**src/rtl/core/lsmc_pkg.sv**
```systemverilog
// ----------------------------------------------------------------------------
// Laser scan motion cluster: shared package
// Field widths, configuration register codes, queue depth and the structs
// that pass between the front part, the queue and the back part.
// ----------------------------------------------------------------------------
package lsmc_pkg;

	localparam int BEAMS_DEFAULT = 512;
	localparam int RANGE_W       = 12;
	localparam int ANGLE_W       = 12;
	localparam int COORD_W       = 13;
	localparam int COUNT_W       = 10;
	localparam int FIRST_W       = 9;
	localparam int CFG_IDX_W     = 2;
	localparam int CFG_DATA_W    = 12;
	localparam int IN_DATA_W     = 56;
	localparam int OUT_DATA_W    = 112;

	localparam logic [COUNT_W-1:0] COUNT_SAT = '1;

	// Depth of the queue between front and back; must be a power of two.
	localparam int QUEUE_DEPTH = 2;
	localparam int QPTR_W      = (QUEUE_DEPTH > 1) ? $clog2(QUEUE_DEPTH) : 1;
	localparam int QLEVEL_W    = $clog2(QUEUE_DEPTH + 1);

	localparam logic [CFG_DATA_W-1:0] MOTION_THRESHOLD_RST = 12'd20;
	localparam logic [CFG_DATA_W-1:0] ANGLE_GAP_RST        = 12'd50;
	localparam logic [CFG_DATA_W-1:0] RANGE_GAP_RST        = 12'd50;

	typedef enum logic [CFG_IDX_W-1:0] {
		CFG_MOTION_THRESHOLD = 2'd0,
		CFG_ANGLE_GAP        = 2'd1,
		CFG_RANGE_GAP        = 2'd2
	} cfg_reg_t;

	typedef struct packed {
		logic [CFG_DATA_W-1:0] motion_threshold;
		logic [CFG_DATA_W-1:0] angle_gap;
		logic [CFG_DATA_W-1:0] range_gap;
	} cfg_t;

	// A classified beam as it travels through the queue.
	typedef struct packed {
		logic                      moving;
		logic                      scan_end;
		logic [RANGE_W-1:0]        range_cm;
		logic signed [ANGLE_W-1:0] angle_tenths;
		logic signed [COORD_W-1:0] x_cm;
		logic signed [COORD_W-1:0] y_cm;
	} item_t;

	typedef struct packed {
		logic [COUNT_W-1:0]        length;
		logic signed [COORD_W-1:0] x_min;
		logic signed [COORD_W-1:0] x_max;
		logic signed [COORD_W-1:0] y_min;
		logic signed [COORD_W-1:0] y_max;
	} run_t;

	typedef struct packed {
		logic [QLEVEL_W-1:0] level;
	} qstat_t;

	typedef struct packed {
		logic                      moving;
		logic [COUNT_W-1:0]        cluster_number;
		logic                      found;
		logic [FIRST_W-1:0]        best_first_beam;
		logic [COUNT_W-1:0]        best_length;
		logic signed [COORD_W-1:0] box_x_min;
		logic signed [COORD_W-1:0] box_x_max;
		logic signed [COORD_W-1:0] box_y_min;
		logic signed [COORD_W-1:0] box_y_max;
		logic signed [COORD_W-1:0] center_x;
		logic signed [COORD_W-1:0] center_y;
		logic                      scan_done;
	} res_t;

endpackage

```
**src/rtl/core/lsmc_queue.sv**
```systemverilog
// ----------------------------------------------------------------------------
// Laser scan motion cluster: queue
// Short first-in first-out store of classified beams between front and back.
// ----------------------------------------------------------------------------
module lsmc_queue #(
	parameter int IDX_W = $clog2(lsmc_pkg::BEAMS_DEFAULT)
) (
	input  logic                 clk,
	input  logic                 arst_n,
	input  logic                 push,
	output logic                 push_ready,
	input  lsmc_pkg::item_t      push_item,
	input  logic [IDX_W-1:0]     push_idx,
	input  logic                 pop,
	output logic                 pop_valid,
	output lsmc_pkg::item_t      pop_item,
	output logic [IDX_W-1:0]     pop_idx,
	output lsmc_pkg::qstat_t     stat
);
	import lsmc_pkg::*;

	item_t               item_q [QUEUE_DEPTH];
	logic [IDX_W-1:0]    idx_q  [QUEUE_DEPTH];
	logic [QPTR_W-1:0]   wr_ptr_q;
	logic [QPTR_W-1:0]   rd_ptr_q;
	logic [QLEVEL_W-1:0] level_q;

	assign push_ready = (level_q != QLEVEL_W'(QUEUE_DEPTH));
	assign pop_valid  = (level_q != '0);
	assign pop_item   = item_q[rd_ptr_q];
	assign pop_idx    = idx_q[rd_ptr_q];
	assign stat.level = level_q;

	always_ff @(posedge clk or negedge arst_n) begin
		if (!arst_n) begin
			wr_ptr_q <= '0;
			rd_ptr_q <= '0;
			level_q  <= '0;
		end else begin
			if (push) begin
				wr_ptr_q <= wr_ptr_q + 1'b1;
			end
			if (pop) begin
				rd_ptr_q <= rd_ptr_q + 1'b1;
			end
			if (push && !pop) begin
				level_q <= level_q + 1'b1;
			end else if (pop && !push) begin
				level_q <= level_q - 1'b1;
			end
		end
	end

	always_ff @(posedge clk) begin
		if (push) begin
			item_q[wr_ptr_q] <= push_item;
			idx_q[wr_ptr_q]  <= push_idx;
		end
	end

endmodule

```
**config.mk**
```make
export PLATFORM = sky130hd
export DESIGN_NAME = lsmc_queue
export DESIGN_NICKNAME = d
export VERILOG_FILES = /design/src/rtl/core/lsmc_pkg.sv /design/src/rtl/core/lsmc_queue.sv
export SDC_FILE = /design/constraint.sdc
export NUM_CORES = 1
export LEC_CHECK = 0
export BUFFER_PORTS_ARGS = -buffer_cell sky130_fd_sc_hd__buf_4
export CAP_MARGIN = 0
export CELL_PAD_IN_SITES_DETAIL_PLACEMENT = 0
export CELL_PAD_IN_SITES_GLOBAL_PLACEMENT = 1
export CORE_AREA = 2 2 109 111
export CTS_BUF_LIST = sky130_fd_sc_hd__clkbuf_16
export CTS_CLUSTER_DIAMETER = 40
export DETAILED_ROUTE_END_ITERATION = 16
export DIE_AREA = 0 0 111 113
export PLACE_DENSITY = 0.75
export SETUP_SLACK_MARGIN = 0.4
export SYNTH_ARGS = -nofsm -noshare
export SYNTH_HDL_FRONTEND = slang
export SYNTH_SLANG_ARGS = --single-unit
```
**constraint.sdc**
```tcl
create_clock -name clk -period 5.1 [get_ports clk]
set_input_delay 0.765 -clock clk [delete_from_list [all_inputs] [get_ports clk]]
set_output_delay 0.765 -clock clk [all_outputs]
set_load 0.01 [all_outputs]
```
==> impl_metrics.toml, run 1 <==
[global_routing]
antenna_found_initial = 0
grt_usage_pct = 13.28
overflow = 0
grt_pass1_wl_mm = 12.61
grt_pass1_vias = 2464
grt_max_degree = 44

[final_layout]
layout_commonest_cell = "buf_4"
stdcell_area_mm2 = 0.006501
diodes = 0
final_core_util_pct = 57.68
area_growth_syn_to_layout_pct = 32.89
drive_above_1_share_pct = 61.22
nets = 416
final_cell_mix = "buf_4 (132), edfxtp_1 (122), mux2_4 (59), clkbuf_16 (17)"

[cts]
ctsRootBufferMaster = "clkbuf_16"
htreeDepth = 4
cts_tree = "done"
clk_pin_slew_worst_paths_ns = 0.05
cts_made_buffers = 17
postCtsSetupRepairBufs = 0
cts_buffer_depth = 2
clkLatencyLatePin_ns = 0.39
clock_sinks = 126
postCtsResizedCells = 0
hold_buffers = 0

[critical_path]
reg2reg_slack_ns = 3.05
start_kind = "flip-flop"
end_kind = "primary output"
crit_fanout = 43
worst_ep_required_time_ns = 4.34
reg2reg_depth = 2
r2r-end = "item_q[0][20]$_DFFE_PP_"
path_class = "flip-flop to primary output"
cp_data_arrival_time_ns = 2.32
r2r-start = "wr_ptr_q$_DFFE_PN0P_"

[sta]
post-route-period-util_pct = 60.48
finalSetupViolCount = 0
period_needed_ns = 3.084
relSlewSlack_pct = 38.34
finalClockSkew_ns = 0.005267
hold_viol = 0
tightest_slew_ns = 0.9230
rsz0062_at_grt = "false"
fmax_ghz = 0.3242
maxSlewViolCount = 0
worst_hold_slack_ns = 0.1525
fin_setup_tns_ns = 0

[synthesis]
synthDistinctLibCells = 15
synth-simple-area-share_pct = 0.5882
synth_compound_area_share_pct = 0
ys_ff_latch = 126
synth-seq-area-share_pct = 76.93
yosys.area_share.adder_pct = 0.2558
synth_nets = 272
syn-instance-count = 206
synth_top_family_by_area = "multiplexers"
ys_warn_count = 0
muxShareOfSynthArea_pct = 18.57
synth-xor-area-share_pct = 0.8951
avgSynthCellArea_um2 = 23.75
synth.cell_area_mm2 = 0.004892

[floorplanning]
num_rows = 39
coreArea_mm2 = 0.01127
die_w_um = 111
io_pins = 130
die-area_mm2 = 0.01254
dieHeight_um = 113
initial_utilization_pct = 43.40

[job]
maxCapViolCount = 0

[detailed_routing]
top_layer = "met4"
wl_per_cell_um = 16.03
vias = 2344
met2WireLength_mm = 3.834
wl_met3_um = 613
via_per_inst = 4.651
ant_nets = 0
firstDrtPassIters = 4
drt-met1-wl_mm = 3.507
drc = 0
drt_iter0_markers = 97
routed_wl_mm = 8.080

[power]
power.total_mw = 3.751
p_leak_nw = 2.653
max-vdd-ir-drop_mv = 0.2816
pwr_density_cell_mw_per_mm2 = 577.0

[placement]
gp_congestion = 0.6931
port-buffer-count = 129
place_area_mm2 = 0.005943

[outcome]
status = "completed"

[hold_path]
hp-class = "input pin to async pin"
[critical path, stage by stage (launching register included)]
cell	delay (ns)
dfrtp_4	0.95
buf_4	0.47
mux2_4	0.34
buf_4	0.14
[flip-flops by register name, indices dropped and copies added, names as in the netlist]
name      flops
idx_q        18
stat          2
item_q      104
wr_ptr_q      1
rd_ptr_q      1
[per-layer routing]
layer,track usage (%),vias to the layer above
met1,16.85,1136
met5,0,-
met3,5.088,14
met4,4.750,0
met2,21.06,98
li1,-,1096
[power by group]
part / switching [mW] / internal [mW]
registers: 0.150 / 1.38
clock network: 0.383 / 0.746
logic: 0.430 / 0.661
[logic make-up after synthesis]
family | count (synthesis)
muxes | 61
DFF | 126
buffers and inverters | 8
and+or+nand+nor | 5
xor gates and xnor gates | 5
adders and majority gates | 1
[through the flow]
| step | instances | setup slack, ns |
|---|---|---|
| floorplan | 206 | 1.161 |
| global placement | 474 | 2.388 |
| detailed placement | 474 | 2.384 |
| CTS | 504 | 1.942 |
| global route | 504 | 1.877 |
| finish | 504 | 2.016 |
[synthesized netlist by cell type]
master	count	area share [%]
edfxtp_1	122	75
xnor2_1	1	0.18
mux2_2	2	0.46
nor2b_1	1	0.13
xor2_1	4	0.72
ha_1	1	0.26
and2_1	1	0.13
dfrtp_1	4	2.0
nand2b_1	1	0.13
buf_12	6	2.5
buf_6	1	0.23
nor2_1	1	0.077
or2_2	1	0.13
inv_1	1	0.077
mux2_4	59	18
[worst max path at each step]
stage                                     from                    end  slack, ns  cells after the start
final                     rd_ptr_q$_DFFE_PN0P_           pop_item[32]       2.02                      3
after CTS                 rd_ptr_q$_DFFE_PN0P_           pop_item[32]       1.94                      3
after detailed placement  rd_ptr_q$_DFFE_PN0P_           pop_item[32]       2.38                      3
after global placement    rd_ptr_q$_DFFE_PN0P_           pop_item[32]       2.39                      3
after floorplan                           push  idx_q[0][0]$_DFFE_PP_       1.16                      1
after global routing      rd_ptr_q$_DFFE_PN0P_           pop_item[18]       1.88                      3
[cell type report]
| type | instances | area [µm²] |
|---|---|---|
| Multi-Input combinational cell | 72 | 1002 |
| Timing Repair Buffer | 132 | 991.0 |
| Inverter | 1 | 3.754 |
| Clock inverter | 13 | 132.6 |
| Fill cell | 870 | 4771 |
| Clock buffer | 17 | 425.4 |
| Sequential cell | 126 | 3767 |
| Tap cell | 143 | 178.9 |
(Power assumes the default switching activity.)
==> run 2: changes to the inputs <==
Clock period 5.1 ns to 3.2 ns, I/O delays scaled along.
==> run 2 against run 1 <==
Compared with the run above:
- first-iteration DRC count shrank 34%
- die area is the same
- design area grew 0.75%
- largest power group unchanged
- largest cell class unchanged
==> impl_metrics.toml, run 2 (same netlist as run 1, synthesis figures left out) <==
[global_routing]
grt_pass1_wl_mm = 12.99
grt_pass1_vias = 2599
overflow = 0
grt_usage_pct = 13.77
grt_max_degree = 37
antenna_found_initial = 0

[sta]
period_needed_ns = 2.385
post-route-period-util_pct = 74.52
relSlewSlack_pct = 52.29
finalSetupViolCount = 0
rsz0062_at_grt = "false"
tightest_slew_ns = 0.7156
finalClockSkew_ns = 0.005923
fmax_ghz = 0.4194
fin_setup_tns_ns = 0
hold_viol = 0
maxSlewViolCount = 0

[final_layout]
nets = 419
largest_reg_flops = 104
layout_commonest_cell = "buf_4"
area_growth_syn_to_layout_pct = 33.89
drive_above_1_share_pct = 61.75
final_cell_mix = "buf_4 (132), edfxtp_1 (122), mux2_4 (59), clkbuf_16 (17), clkinvlp_4 (5)"
diodes = 0
stdcell_area_mm2 = 0.006550
largest-register = "item_q"

[cts]
clock_sinks = 126
cts_made_buffers = 17
clk_pin_slew_worst_paths_ns = 0.06
cts_tree = "done"
htreeDepth = 4
ctsRootBufferMaster = "clkbuf_16"
postCtsSetupRepairBufs = 0
cts_buffer_depth = 2
postCtsResizedCells = 0
clkLatencyLatePin_ns = 0.40
hold_buffers = 1

[power]
pwr_density_cell_mw_per_mm2 = 914.2
p_leak_nw = 2.656
max-vdd-ir-drop_mv = 0.5200

[floorplanning]
io_pins = 130
initial_utilization_pct = 43.40
coreArea_mm2 = 0.01127
dieHeight_um = 113
die_w_um = 111
die-area_mm2 = 0.01254
num_rows = 39

[placement]
dp_hpwl_mm = 5.682
port-buffer-count = 129
place_area_mm2 = 0.005983
gp_congestion = 0.6790

[hold_path]
hp-class = "input pin to flip-flop"

[detailed_routing]
ant_nets = 0
drt_iter0_markers = 64
firstDrtPassIters = 4
vias = 2372
drc = 0
wl_per_cell_um = 16.53
via_per_inst = 4.660
routed_wl_mm = 8.413

[critical_path]
end_kind = "primary output"
worst_ep_required_time_ns = 2.72
start_kind = "flip-flop"
path_class = "flip-flop to primary output"
cp_data_arrival_time_ns = 1.90
crit_fanout = 18

[outcome]
status = "completed"

[job]
maxCapViolCount = 0
==> run 2: cell count changes in the layout (fill, tap and decap cells not counted) <==
| cell | delta |
|---|---|
| dlygate4sd3_1 | +1 |
| clkinv_2 | -1 |
| bufinv_16 | -1 |
| clkinvlp_4 | +5 |
| buf_12 | +2 |
| clkinv_1 | -1 |
==> run 2: path summary, 6_finish.rpt <==
check	to	from	slack, ns	cells past startpoint
min in group asynchronous	stat[1]$_DFFE_PN0P_	arst_n	0.41	2
min reg2reg	stat[1]$_DFFE_PN0P_	stat[1]$_DFFE_PN0P_	0.52	1
max	pop_item[33]	rd_ptr_q$_DFFE_PN0P_	0.82	3
max in group asynchronous	rd_ptr_q$_DFFE_PN0P_	arst_n	2.66	2
max reg2reg	item_q[1][17]$_DFFE_PP_	wr_ptr_q$_DFFE_PN0P_	1.50	2
min	item_q[1][22]$_DFFE_PP_	push_item[22]	0.26	1
==> run 2: where the power goes <==
group	switching [mW]	internal [mW]	leakage (nW)	total (mW)
clock network	0.649	1.12	0.266	1.77
logic	0.777	1.08	1.20	1.86
registers	0.158	2.20	1.19	2.36
==> run 2: cell type report <==
class                      count  area, µm²
multi-input combinational     72       1002
inverter                       1      3.754
fill                         871       4722
clock buffer                  17      425.4
sequential                   126       3767
clock inverter                15      131.4
timing repair buffer         135       1041
tap                          143      178.9
==> run 2: through the flow <==
stage	power [mW]	cells	utilization [%]	hold slack (ns)	setup WS [ns]
4_1_cts	6.073	509	58.11	0.2450	0.7726
3_5_place_dp	4.286	476	53.08	0.2874	1.204
6_report	5.988	509	58.11	0.2620	0.8155
3_3_place_gp	4.254	476	53.08	0.2882	1.248
5_1_grt	6.257	509	58.11	0.2377	0.7190
2_1_floorplan	3.628	206	-	0.1844	0.6870
==> run 2: critical path, cell delays in order (launching register included) <==
cell,delay (ns)
dfrtp_4,0.65
buf_4,0.37
mux2_4,0.34
buf_4,0.14
==> run 2: routing by layer <==
| layer | GRT usage, % | share of wire (%) |
|---|---|---|
| met5 | 0 | 0 |
| met4 | 4.750 | 1.1 |
| met2 | 24.21 | 53 |
| met3 | 5.785 | 5.6 |
| met1 | 15.12 | 40 |
