File: src/rtl/core/lsmc_pkg.sv
// ----------------------------------------------------------------------------
// Laser scan motion cluster: shared package
// Field widths, configuration register codes, queue depth and the structs
// that pass between the front part, the queue and the back part.
// ----------------------------------------------------------------------------
package lsmc_pkg;

	localparam int BEAMS_DEFAULT = 512;
	localparam int RANGE_W       = 12;
	localparam int ANGLE_W       = 12;
	localparam int COORD_W       = 13;
	localparam int COUNT_W       = 10;
	localparam int FIRST_W       = 9;
	localparam int CFG_IDX_W     = 2;
	localparam int CFG_DATA_W    = 12;
	localparam int IN_DATA_W     = 56;
	localparam int OUT_DATA_W    = 112;

	localparam logic [COUNT_W-1:0] COUNT_SAT = '1;

	// Depth of the queue between front and back; must be a power of two.
	localparam int QUEUE_DEPTH = 2;
	localparam int QPTR_W      = (QUEUE_DEPTH > 1) ? $clog2(QUEUE_DEPTH) : 1;
	localparam int QLEVEL_W    = $clog2(QUEUE_DEPTH + 1);

	localparam logic [CFG_DATA_W-1:0] MOTION_THRESHOLD_RST = 12'd20;
	localparam logic [CFG_DATA_W-1:0] ANGLE_GAP_RST        = 12'd50;
	localparam logic [CFG_DATA_W-1:0] RANGE_GAP_RST        = 12'd50;

	typedef enum logic [CFG_IDX_W-1:0] {
		CFG_MOTION_THRESHOLD = 2'd0,
		CFG_ANGLE_GAP        = 2'd1,
		CFG_RANGE_GAP        = 2'd2
	} cfg_reg_t;

	typedef struct packed {
		logic [CFG_DATA_W-1:0] motion_threshold;
		logic [CFG_DATA_W-1:0] angle_gap;
		logic [CFG_DATA_W-1:0] range_gap;
	} cfg_t;

	// A classified beam as it travels through the queue.
	typedef struct packed {
		logic                      moving;
		logic                      scan_end;
		logic [RANGE_W-1:0]        range_cm;
		logic signed [ANGLE_W-1:0] angle_tenths;
		logic signed [COORD_W-1:0] x_cm;
		logic signed [COORD_W-1:0] y_cm;
	} item_t;

	typedef struct packed {
		logic [COUNT_W-1:0]        length;
		logic signed [COORD_W-1:0] x_min;
		logic signed [COORD_W-1:0] x_max;
		logic signed [COORD_W-1:0] y_min;
		logic signed [COORD_W-1:0] y_max;
	} run_t;

	typedef struct packed {
		logic [QLEVEL_W-1:0] level;
	} qstat_t;

	typedef struct packed {
		logic                      moving;
		logic [COUNT_W-1:0]        cluster_number;
		logic                      found;
		logic [FIRST_W-1:0]        best_first_beam;
		logic [COUNT_W-1:0]        best_length;
		logic signed [COORD_W-1:0] box_x_min;
		logic signed [COORD_W-1:0] box_x_max;
		logic signed [COORD_W-1:0] box_y_min;
		logic signed [COORD_W-1:0] box_y_max;
		logic signed [COORD_W-1:0] center_x;
		logic signed [COORD_W-1:0] center_y;
		logic                      scan_done;
	} res_t;

endpackage

File: src/rtl/core/lsmc_back.sv
// ----------------------------------------------------------------------------
// Laser scan motion cluster: back part
// Grows and closes clusters, tracks the longest one and forms the results.
// ----------------------------------------------------------------------------
module lsmc_back #(
	parameter int IDX_W = $clog2(lsmc_pkg::BEAMS_DEFAULT)
) (
	input  logic                 clk,
	input  logic                 arst_n,
	input  lsmc_pkg::cfg_t       cfg,
	input  logic                 pop_valid,
	output logic                 pop,
	input  lsmc_pkg::item_t      pop_item,
	input  logic [IDX_W-1:0]     pop_idx,
	output logic                 out_valid,
	input  logic                 out_ready,
	output lsmc_pkg::res_t       out_res
);
	import lsmc_pkg::*;

	// Scan state
	logic                      have_prev_q;
	logic [RANGE_W-1:0]        prev_range_q;
	logic signed [ANGLE_W-1:0] prev_angle_q;
	logic [COUNT_W-1:0]        counter_q;
	run_t                      cur_q;
	logic [IDX_W-1:0]          cur_first_q;
	logic                      best_valid_q;
	run_t                      best_q;
	logic [IDX_W-1:0]          best_first_q;

	// Update logic
	logic signed [RANGE_W:0]   dr;
	logic [RANGE_W:0]          dr_abs;
	logic signed [ANGLE_W:0]   da;
	logic                      join_ok;
	logic                      extend;
	logic                      open_new;
	logic                      close1;
	logic                      close2;
	run_t                      cur_new;
	logic [IDX_W-1:0]          cur_first_new;
	logic [COUNT_W-1:0]        counter_new;
	run_t                      best1;
	logic [IDX_W-1:0]          best1_first;
	logic                      best1_valid;
	run_t                      best2;
	logic [IDX_W-1:0]          best2_first;
	logic                      best2_valid;
	logic [IDX_W+FIRST_W-1:0]  first_ext;
	res_t                      res_a;

	// Output stages
	logic                      valid_s1;
	logic                      valid_s2;
	logic                      adv_s1;
	logic                      adv_s2;
	res_t                      res_s1;
	res_t                      res_s2;
	res_t                      res_mid;
	logic signed [COORD_W:0]   sum_x;
	logic signed [COORD_W:0]   sum_y;

	assign adv_s2 = !valid_s2 || out_ready;
	assign adv_s1 = !valid_s1 || adv_s2;
	assign pop    = pop_valid && adv_s1;

	assign dr     = $signed({1'b0, pop_item.range_cm}) - $signed({1'b0, prev_range_q});
	assign dr_abs = dr[RANGE_W] ? (RANGE_W + 1)'(-dr) : dr;
	assign da     = $signed({pop_item.angle_tenths[ANGLE_W-1], pop_item.angle_tenths})
	              - $signed({prev_angle_q[ANGLE_W-1], prev_angle_q});

	assign join_ok = have_prev_q
	              && ((dr_abs < {1'b0, cfg.range_gap})
	               || (da < $signed({1'b0, cfg.angle_gap})));
	assign extend   = pop_item.moving && join_ok && (cur_q.length != '0);
	assign open_new = pop_item.moving && !extend;

	always_comb begin
		cur_new       = cur_q;
		cur_first_new = cur_first_q;
		counter_new   = counter_q;
		if (extend) begin
			if (cur_q.length != COUNT_SAT) begin
				cur_new.length = cur_q.length + 1'b1;
			end
			if ($signed(pop_item.x_cm) > $signed(cur_q.x_max)) cur_new.x_max = pop_item.x_cm;
			if ($signed(pop_item.x_cm) < $signed(cur_q.x_min)) cur_new.x_min = pop_item.x_cm;
			if ($signed(pop_item.y_cm) > $signed(cur_q.y_max)) cur_new.y_max = pop_item.y_cm;
			if ($signed(pop_item.y_cm) < $signed(cur_q.y_min)) cur_new.y_min = pop_item.y_cm;
		end else if (open_new) begin
			if (counter_q != COUNT_SAT) begin
				counter_new = counter_q + 1'b1;
			end
			cur_new.length = COUNT_W'(1);
			cur_new.x_min  = pop_item.x_cm;
			cur_new.x_max  = pop_item.x_cm;
			cur_new.y_min  = pop_item.y_cm;
			cur_new.y_max  = pop_item.y_cm;
			cur_first_new  = pop_idx;
		end
	end

	// A new cluster closes the open one; the end of the scan closes whatever is open.
	assign close1 = open_new && (cur_q.length != '0)
	             && (!best_valid_q || (cur_q.length > best_q.length));
	assign best1       = close1 ? cur_q : best_q;
	assign best1_first = close1 ? cur_first_q : best_first_q;
	assign best1_valid = best_valid_q || close1;

	assign close2 = pop_item.scan_end && (cur_new.length != '0)
	             && (!best1_valid || (cur_new.length > best1.length));
	assign best2       = close2 ? cur_new : best1;
	assign best2_first = close2 ? cur_first_new : best1_first;
	assign best2_valid = best1_valid || close2;

	assign first_ext = {{FIRST_W{1'b0}}, best2_first};

	always_comb begin
		res_a                = '0;
		res_a.moving         = pop_item.moving;
		res_a.cluster_number = pop_item.moving ? counter_new : '0;
		res_a.scan_done      = pop_item.scan_end;
		if (pop_item.scan_end && best2_valid) begin
			res_a.found           = 1'b1;
			res_a.best_first_beam = first_ext[FIRST_W-1:0];
			res_a.best_length     = best2.length;
			res_a.box_x_min       = best2.x_min;
			res_a.box_x_max       = best2.x_max;
			res_a.box_y_min       = best2.y_min;
			res_a.box_y_max       = best2.y_max;
		end
	end

	always_ff @(posedge clk or negedge arst_n) begin
		if (!arst_n) begin
			have_prev_q  <= 1'b0;
			prev_range_q <= '0;
			prev_angle_q <= '0;
			counter_q    <= '0;
			cur_q        <= '0;
			cur_first_q  <= '0;
			best_valid_q <= 1'b0;
			best_q       <= '0;
			best_first_q <= '0;
		end else if (pop) begin
			if (pop_item.scan_end) begin
				have_prev_q  <= 1'b0;
				prev_range_q <= '0;
				prev_angle_q <= '0;
				counter_q    <= '0;
				cur_q        <= '0;
				cur_first_q  <= '0;
				best_valid_q <= 1'b0;
				best_q       <= '0;
				best_first_q <= '0;
			end else begin
				// A closed cluster is always replaced by the one a moving beam opens.
				if (pop_item.moving) begin
					have_prev_q  <= 1'b1;
					prev_range_q <= pop_item.range_cm;
					prev_angle_q <= pop_item.angle_tenths;
					cur_q        <= cur_new;
					cur_first_q  <= cur_first_new;
				end
				counter_q    <= counter_new;
				best_valid_q <= best1_valid;
				best_q       <= best1;
				best_first_q <= best1_first;
			end
		end
	end

	// Two result stages: the second adds the box midpoint.
	always_ff @(posedge clk or negedge arst_n) begin
		if (!arst_n) begin
			valid_s1 <= 1'b0;
			valid_s2 <= 1'b0;
		end else begin
			if (adv_s1) begin
				valid_s1 <= pop;
			end
			if (adv_s2) begin
				valid_s2 <= valid_s1;
			end
		end
	end

	assign sum_x = $signed({res_s1.box_x_min[COORD_W-1], res_s1.box_x_min})
	             + $signed({res_s1.box_x_max[COORD_W-1], res_s1.box_x_max});
	assign sum_y = $signed({res_s1.box_y_min[COORD_W-1], res_s1.box_y_min})
	             + $signed({res_s1.box_y_max[COORD_W-1], res_s1.box_y_max});

	always_comb begin
		res_mid          = res_s1;
		res_mid.center_x = sum_x[COORD_W:1];
		res_mid.center_y = sum_y[COORD_W:1];
	end

	always_ff @(posedge clk) begin
		if (pop) begin
			res_s1 <= res_a;
		end
		if (adv_s2 && valid_s1) begin
			res_s2 <= res_mid;
		end
	end

	assign out_valid = valid_s2;
	assign out_res   = res_s2;

endmodule

File: config.mk
export PLATFORM = sky130hd
export DESIGN_NAME = lsmc_back
export DESIGN_NICKNAME = d
export VERILOG_FILES = /design/src/rtl/core/lsmc_pkg.sv /design/src/rtl/core/lsmc_back.sv
export SDC_FILE = /design/constraint.sdc
export NUM_CORES = 1
export LEC_CHECK = 0
export ABC_AREA = 1
export BUFFER_PORTS_ARGS = -buffer_cell sky130_fd_sc_hd__buf_2
export CORE_MARGIN = 8
export CORE_UTILIZATION = 65
export DETAILED_ROUTE_END_ITERATION = 10
export PLACE_DENSITY = 0.91
export SETUP_SLACK_MARGIN = 0.1
export SLEW_MARGIN = 10
export SYNTH_ARGS = -nofsm -noshare
export SYNTH_HDL_FRONTEND = slang
export SYNTH_SLANG_ARGS = --single-unit
File: constraint.sdc
create_clock -name clk -period 17.42 [get_ports clk]
set_input_delay 0.871 -clock clk [delete_from_list [all_inputs] [get_ports clk]]
set_output_delay 0.871 -clock clk [all_outputs]
set_load 0.02 [all_outputs]
==> qor.txt, run 1 <==
Fmax - 0.120 GHz
Routed WL - 53100 um
Met1 WL - 20500 um
CP Class - input pin to register
PortBufs - 200
DRC Markers - 0
Setup crit start kind - input pin
Status - complete, no violations
Hold_buf cts - 0
Fin crit period - 8.35 ns
CP Capture Type - register
Ys flop type - edfxtp_1
GP Congestion - 0.891
Met2 WL post-DR - 25600 um
Global-route wire length before repair - 86200 um
CP arrival - 8.68 ns
Num ports - 213
Post CTS Setup Buffer Count - 0
Max stage delay on crit path - 0.77 ns
Final cycle utilization of the critical path - 0.479
H-Tree Depth - 2
Leak - 11.3 nW
Final Slew Violations - 0
Worst-path clk slew - 0.06 ns
Clk_skew - 0.0221 ns
Flops & latches, synth - 374
Initial Util - 0.657
Crit path launch - pop_item[38]
Syn Area/Cell - 8.82 um^2
Clk_lat worst skew - 0.54 ns
Vias post-DR - 18100
Wire per inst - 17.5 um
Yosys top cell area share - 0.274
Largest net degree at the start of global routing - 101
Final Setup Violations - 0
Seq/Total Area, Yosys - 0.486
Die Wd - 197 um
Die ar. - 38800 um^2
Final ANT Viol Nets - 0
Slew HR - 0.278
CTS sink count - 374
Worst-path fanout max - 92
Unrepaired setup endpoints after global routing - no
Final Hold Fails - 0
Required time worst endpoint - 17.74 ns
Highest routed layer - met5
Most common cell on crit path - nand2_1
Max VDD drop - 0.0000722 V
Post-Route Setup TNS - 0 ns
CTS max path bufs - 3
Layout Nets - 2800
Number of DRC markers in iteration 0 - 1940
Vias per cell - 5.95
Worst-Margin Slew - 1.08 ns
Reg-to-Reg End - res_mid[80]$_SDFFCE_PN0P_
Crit path capture - res_mid[80]$_SDFFCE_PN0P_
Post-CTS Resized - 0
R2R Path Start - prev_range_q[0]$_DFFE_PN0P_
EDFF count, synth - 194
Hold Crit Class - register to register
Synthesized Nets - 2658
Vias in the first global route - 18000
Top post-synthesis cells by area - edfxtp_1 27%, dfrtp_1 21%, ha_1 8.4%, nand2_1 6.7%, inv_1 6.6%
Initial antenna violation count - 9
Pwr dens - 141 nW/um^2
Core Area - 32400 um^2
Routed wl met3 - 4720 um
CTS tree - built
Global route total overflow - 0
Post-synth ARST share - 0.481
Share of cells above drive strength 1 - 0.131
Commonest cells after routing, fill and taps aside - 379 x nand2_1, 374 x inv_1, 199 x buf_2
Root buf cell - clkbuf_16
YS warnings - 0
Design Power - 0.00336 W
Die height - 197 um
Max-cap violations - 0
CTS Buf Count - 40
Slowest stage cell, crit path - buf_4
R2R depth - 41
P&R area growth vs syn - 12.0%
Flop2flop setup slack - 9.18 ns
Top cell type by total area after synthesis - edfxtp_1
Netlist cell types - 43
TritonRoute pass-1 iters - 6
Gr usage total - 0.269
Row cnt - 66
Most common library cell in the layout ignoring fill and taps - nand2_1
Cell area after synthesis - 21300 um^2
Post-Syn Instances - 2410
DPL Wire Length - 34300 um
-- flip-flops by register name, indices dropped and copies added (netlist names) --
| signal | count |
|---|---|
| cur_q | 62 |
| out_valid | 1 |
| res_mid | 84 |
| cur_first_q | 9 |
| out_res | 110 |
| prev_angle_q | 12 |
| best_first_q | 9 |
| counter_q | 10 |
| have_prev_q | 1 |
| prev_range_q | 12 |
| best_valid_q | 1 |
| best_q | 62 |
| valid_s1 | 1 |
-- synthesized netlist by cell type (3+ instances only) --
library cell and count:
nand2_2 5, nor2_1 128, o21ai_0 185, buf_2 11, o21ai_1 5, fa_1 4
a211oi_1 4, xnor2_1 8, xor2_1 48, inv_1 374, edfxtp_1 194, buf_6 9
inv_2 13, nand3_1 132, nor3_1 8, o22ai_1 153, o21a_1 12, and2_1 3
o211ai_1 52, nand3b_1 5, nor4_1 5, buf_1 8, nand2_1 381, or2_2 24
a21oi_1 172, clkbuf_1 84, nor2_2 4, o21bai_1 12, buf_4 6, o221ai_1 5
dfrtp_1 180, nand4_1 14, o31ai_1 4, ha_1 143
-- power breakdown --
group | total, W | leakage [nW] | switching, W | internal (W)
clock | 0.000850 | 0.651 | 0.000349 | 0.000501
combinational | 0.00127 | 6.40 | 0.000847 | 0.000424
sequential | 0.00124 | 4.30 | 0.0000736 | 0.00116
-- per-stage QoR --
step	util	hold WS (ns)	instance area [um^2]	setup WS, ns	std cells
floorplan	-	0.400	21300	10.59	2410
global placement	0.694	0.401	22500	8.92	2952
detailed placement	0.694	0.405	22500	8.76	2952
CTS	0.735	0.418	23800	9.18	3026
global route	0.735	0.426	23800	8.45	3033
finish	0.735	0.415	23800	9.07	3038
-- worst max-delay path: cells and delay by family --
family                   cells  cell delay (ns)
AND/OR/NAND/NOR             26             3.44
buffers and inverters        7             1.93
adder cells (fa/ha/maj)      4             1.29
AO/OA/AOI/OAI                5             0.87
XOR/XNOR                     1             0.18
-- layer usage --
layer  vias up  track usage
met5         -            0
met4         4        0.135
met3       187       0.0490
met2       969        0.458
met1      8389        0.325
li1       8518            -
-- logic make-up after synthesis --
kind of cell             synth area share
XOR/XNOR                           0.0231
AO/OA/AOI/OAI                       0.166
adder cells (fa/ha/maj)            0.0879
AND/OR/NAND/NOR                     0.143
buffers and inverters              0.0940
flip-flops                          0.486
-- worst min path at each step --
stage	end	startpoint	cells past startpoint	slack [ns]
final	out_res[108]$_DFFE_PP_	res_mid[108]$_SDFFCE_PN0P_	0	0.42
after global routing	out_res[104]$_DFFE_PP_	res_mid[104]$_SDFFCE_PN0P_	0	0.43
after CTS	out_res[106]$_DFFE_PP_	res_mid[106]$_SDFFCE_PN0P_	0	0.42
after detailed placement	out_res[98]$_DFFE_PP_	res_mid[98]$_DFFE_PP_	0	0.40
after global placement	out_res[107]$_DFFE_PP_	res_mid[107]$_SDFFCE_PN0P_	0	0.40
after floorplan	out_res[0]$_DFFE_PP_	res_mid[0]$_DFFE_PP_	0	0.40
-- layout make-up --
class | instances | area, um^2
fill | 2270 | 8560
sequential | 374 | 10300
timing repair buffer | 218 | 1140
inverter | 387 | 1460
clock inverter | 21 | 200
tap | 442 | 553
antenna | 12 | 30.0
multi-input combinational | 1531 | 8970
clock buffer | 53 | 1120
Note: power is estimated with default switching activity, not from simulation.
==> run 2: changes to the inputs <==
--- a/config.mk
+++ b/config.mk
@@ -8,9 +8,9 @@
 export ABC_AREA = 1
 export BUFFER_PORTS_ARGS = -buffer_cell sky130_fd_sc_hd__buf_2
 export CORE_MARGIN = 8
-export CORE_UTILIZATION = 65
+export CORE_UTILIZATION = 60
 export DETAILED_ROUTE_END_ITERATION = 10
-export PLACE_DENSITY = 0.91
+export PLACE_DENSITY = 0.85
 export SETUP_SLACK_MARGIN = 0.1
 export SLEW_MARGIN = 10
 export SYNTH_ARGS = -nofsm -noshare
==> constraint.sdc (replaced) <==
create_clock -name clk -period 8 [get_ports clk]
set_input_delay 0.4 -clock clk [delete_from_list [all_inputs] [get_ports clk]]
set_output_delay 0.4 -clock clk [all_outputs]
set_load 0.02 [all_outputs]
==> qor.txt, run 2 (synthesis gave the netlist of run 1 again) <==
Global-route wire length before repair - 87700 um (+1.8%)
Row cnt - 69 (+4.5%)
Commonest cells after routing, fill and taps aside - 379 x nand2_1, 374 x inv_1, 199 x buf_2
PortBufs - 200 (unchanged)
Unrepaired setup endpoints after global routing - no
Final ANT Viol Nets - 0 (unchanged)
Slew HR - 0.284 (+0.00593)
Clock network fraction of total power - 0.241 (-0.012)
Hold_buf cts - 0 (unchanged)
Initial antenna violation count - 6 (-3)
CP arrival - 7.29 ns (-1.39 ns)
Number of DRC markers in iteration 0 - 1718 (-11%)
Pwr dens - 304 nW/um^2 (+120%)
Fin crit period - 6.99 ns
Vias in the first global route - 18100 (+0.32%)
Flop pwr share - 0.374 (+0.006)
Initial Util - 0.604 (-0.0532)
Post CTS Setup Buffer Count - 0 (unchanged)
Post-Route Setup TNS - 0 ns (unchanged)
CP Capture Type - register
Switching part of the total power - 0.383 (+0.00486)
Slowest stage cell, crit path - inv_2
H-Tree Depth - 2 (unchanged)
Placed cell areas - 22500 um^2 (+0.26%)
Hold Crit Class - input pin to asynchronous set/reset pin
Max stage delay on crit path - 0.69 ns (-0.08 ns)
Fin area - 23800 um^2 (-0.23%)
Gr usage total - 0.254 (-0.0143)
Final Setup Violations - 0 (unchanged)
Worst-path fanout max - 57 (-38%)
Required time worst endpoint - 8.30 ns (-9.44 ns)
DPL Wire Length - 35300 um (+2.7%)
Wire per inst - 17.6 um (+0.95%)
Die ar. - 41700 um^2 (+7.6%)
Global route total overflow - 0 (unchanged)
Max reg flops - 110 (unchanged)
Fmax - 0.143 GHz
Layout Nets - 2802 (+0.071%)
Leak - 11.3 nW (-0.34%)
CP Class - register to register
Vias post-DR - 18000 (-0.54%)
Vias per cell - 5.88 (-1.1%)
Clk_skew - 0.0287 ns (+0.00657 ns)
Logic pwr share - 0.385 (+0.006)
Core Area - 35200 um^2 (+8.8%)
Crit-path leading delay family - simple AND/OR/NAND/NOR gates
Most common library cell in the layout ignoring fill and taps - nand2_1
Clk_lat worst skew - 0.56 ns (+0.02 ns)
P_sw - 0.00276 W (+120%)
WP buf/inv - 6 (-1)
Num ports - 213 (unchanged)
Cell Int Power - 0.00445 W (+110%)
Worst-Margin Slew - 1.07 ns (-0.00890 ns)
P&R area growth vs syn - 11.7%
Routed WL - 53900 um (+1.5%)
DRC Markers - 0 (unchanged)
Share of cells above drive strength 1 - 0.129 (-0.00198)
Final cycle utilization of the critical path - 0.873
Largest net degree at the start of global routing - 129 (+28%)
Root buf cell - clkbuf_16
CTS sink count - 374 (unchanged)
Die Wd - 204 um (+3.8%)
CTS tree - built
Final Hold Fails - 0 (unchanged)
GP Congestion - 0.917 (+2.9%)
Setup crit start kind - register
Most common cell on crit path - nand2_1
Status - complete, no violations
TritonRoute pass-1 iters - 5 (-1)
Worst-path clk slew - 0.06 ns (about the same)
Die height - 204 um (+3.8%)
Post-CTS Resized - 0 (unchanged)
CTS Buf Count - 39 (-2.5%)
Final Slew Violations - 0 (unchanged)
CTS max path bufs - 3 (unchanged)
Max VDD drop - 0.000210 V (+190%)
Max-cap violations - 0 (unchanged)
run 2: changes by cell type in the layout (fill, tap and decap cells not counted), sizes merged:
cell / previous run / this run
clkinvlp: 2 / 1
inv: 388 / 389
diode: 12 / 8
bufinv: 3 / 1
buf: 218 / 221
run 2: worst reg2reg max path, delay by kind of cell (launching register included):
| kind | cells | cell delay [ns] |
|---|---|---|
| adders and majority gates | 4 | 1.21 |
| buffers and inverters | 6 | 1.49 |
| DFF | 1 | 0.38 |
| and+or+nand+nor | 29 | 3.08 |
| AOI/OAI and AO/OA | 3 | 0.48 |
| xor gates and xnor gates | 1 | 0.13 |
run 2: cell type report:
class / instances / area, um^2
Inverter: 387 / 1460
Fill cell: 2672 / 11500
Multi-Input combinational cell: 1531 / 8970
Timing Repair Buffer: 221 / 1180
Antenna cell: 8 / 20.0
Tap cell: 461 / 577
Sequential cell: 374 / 10300
Clock inverter: 19 / 140
Clock buffer: 53 / 1080
run 2: worst paths after layout:
path	startpoint	end	slack, ns	depth (start not counted)
max	prev_range_q[0]$_DFFE_PN0P_	res_mid[36]$_SDFFCE_PN0P_	1.01	43
min	arst_n	prev_range_q[0]$_DFFE_PN0P_	0.003	1
max reg2reg	prev_range_q[0]$_DFFE_PN0P_	res_mid[36]$_SDFFCE_PN0P_	1.01	43
min reg2reg	res_mid[106]$_SDFFCE_PN0P_	out_res[106]$_DFFE_PP_	0.41	0
max in group asynchronous	arst_n	cur_q[15]$_DFFE_PN0P_	6.28	2
min in group clk	pop_item[28]	prev_angle_q[2]$_DFFE_PN0P_	0.13	3
run 2: metrics by stage:
stage	utilization	total power (W)	hold WS, ns	setup WS [ns]	std cells
after floorplan	-	0.00476	0.104	1.55	2410
after global placement	0.639	0.00528	0.403	1.12	2974
after detailed placement	0.639	0.00544	0.406	0.904	2974
after CTS	0.674	0.00721	0.0682	1.06	3046
after global routing	0.674	0.00769	0.0895	0.421	3051
final	0.674	0.00721	0.00346	1.01	3054
run 2: power by group through the flow:
stage / Sequential [W] / Clock (W) / Combinational (W)
detailed placement: 0.00273 / 0 / 0.00271
CTS: 0.00270 / 0.00177 / 0.00275
global placement: 0.00271 / 0 / 0.00257
global route: 0.00274 / 0.00184 / 0.00312
floorplan: 0.00284 / 0 / 0.00192
finish: 0.00270 / 0.00174 / 0.00277
run 2: layer usage:
| layer | GRT usage | wire length, um |
|---|---|---|
| met1 | 0.310 | 21200 |
| met2 | 0.443 | 26800 |
| met3 | 0.0363 | 3770 |
| met4 | 0.115 | 2080 |
| met5 | 0 | 9 |
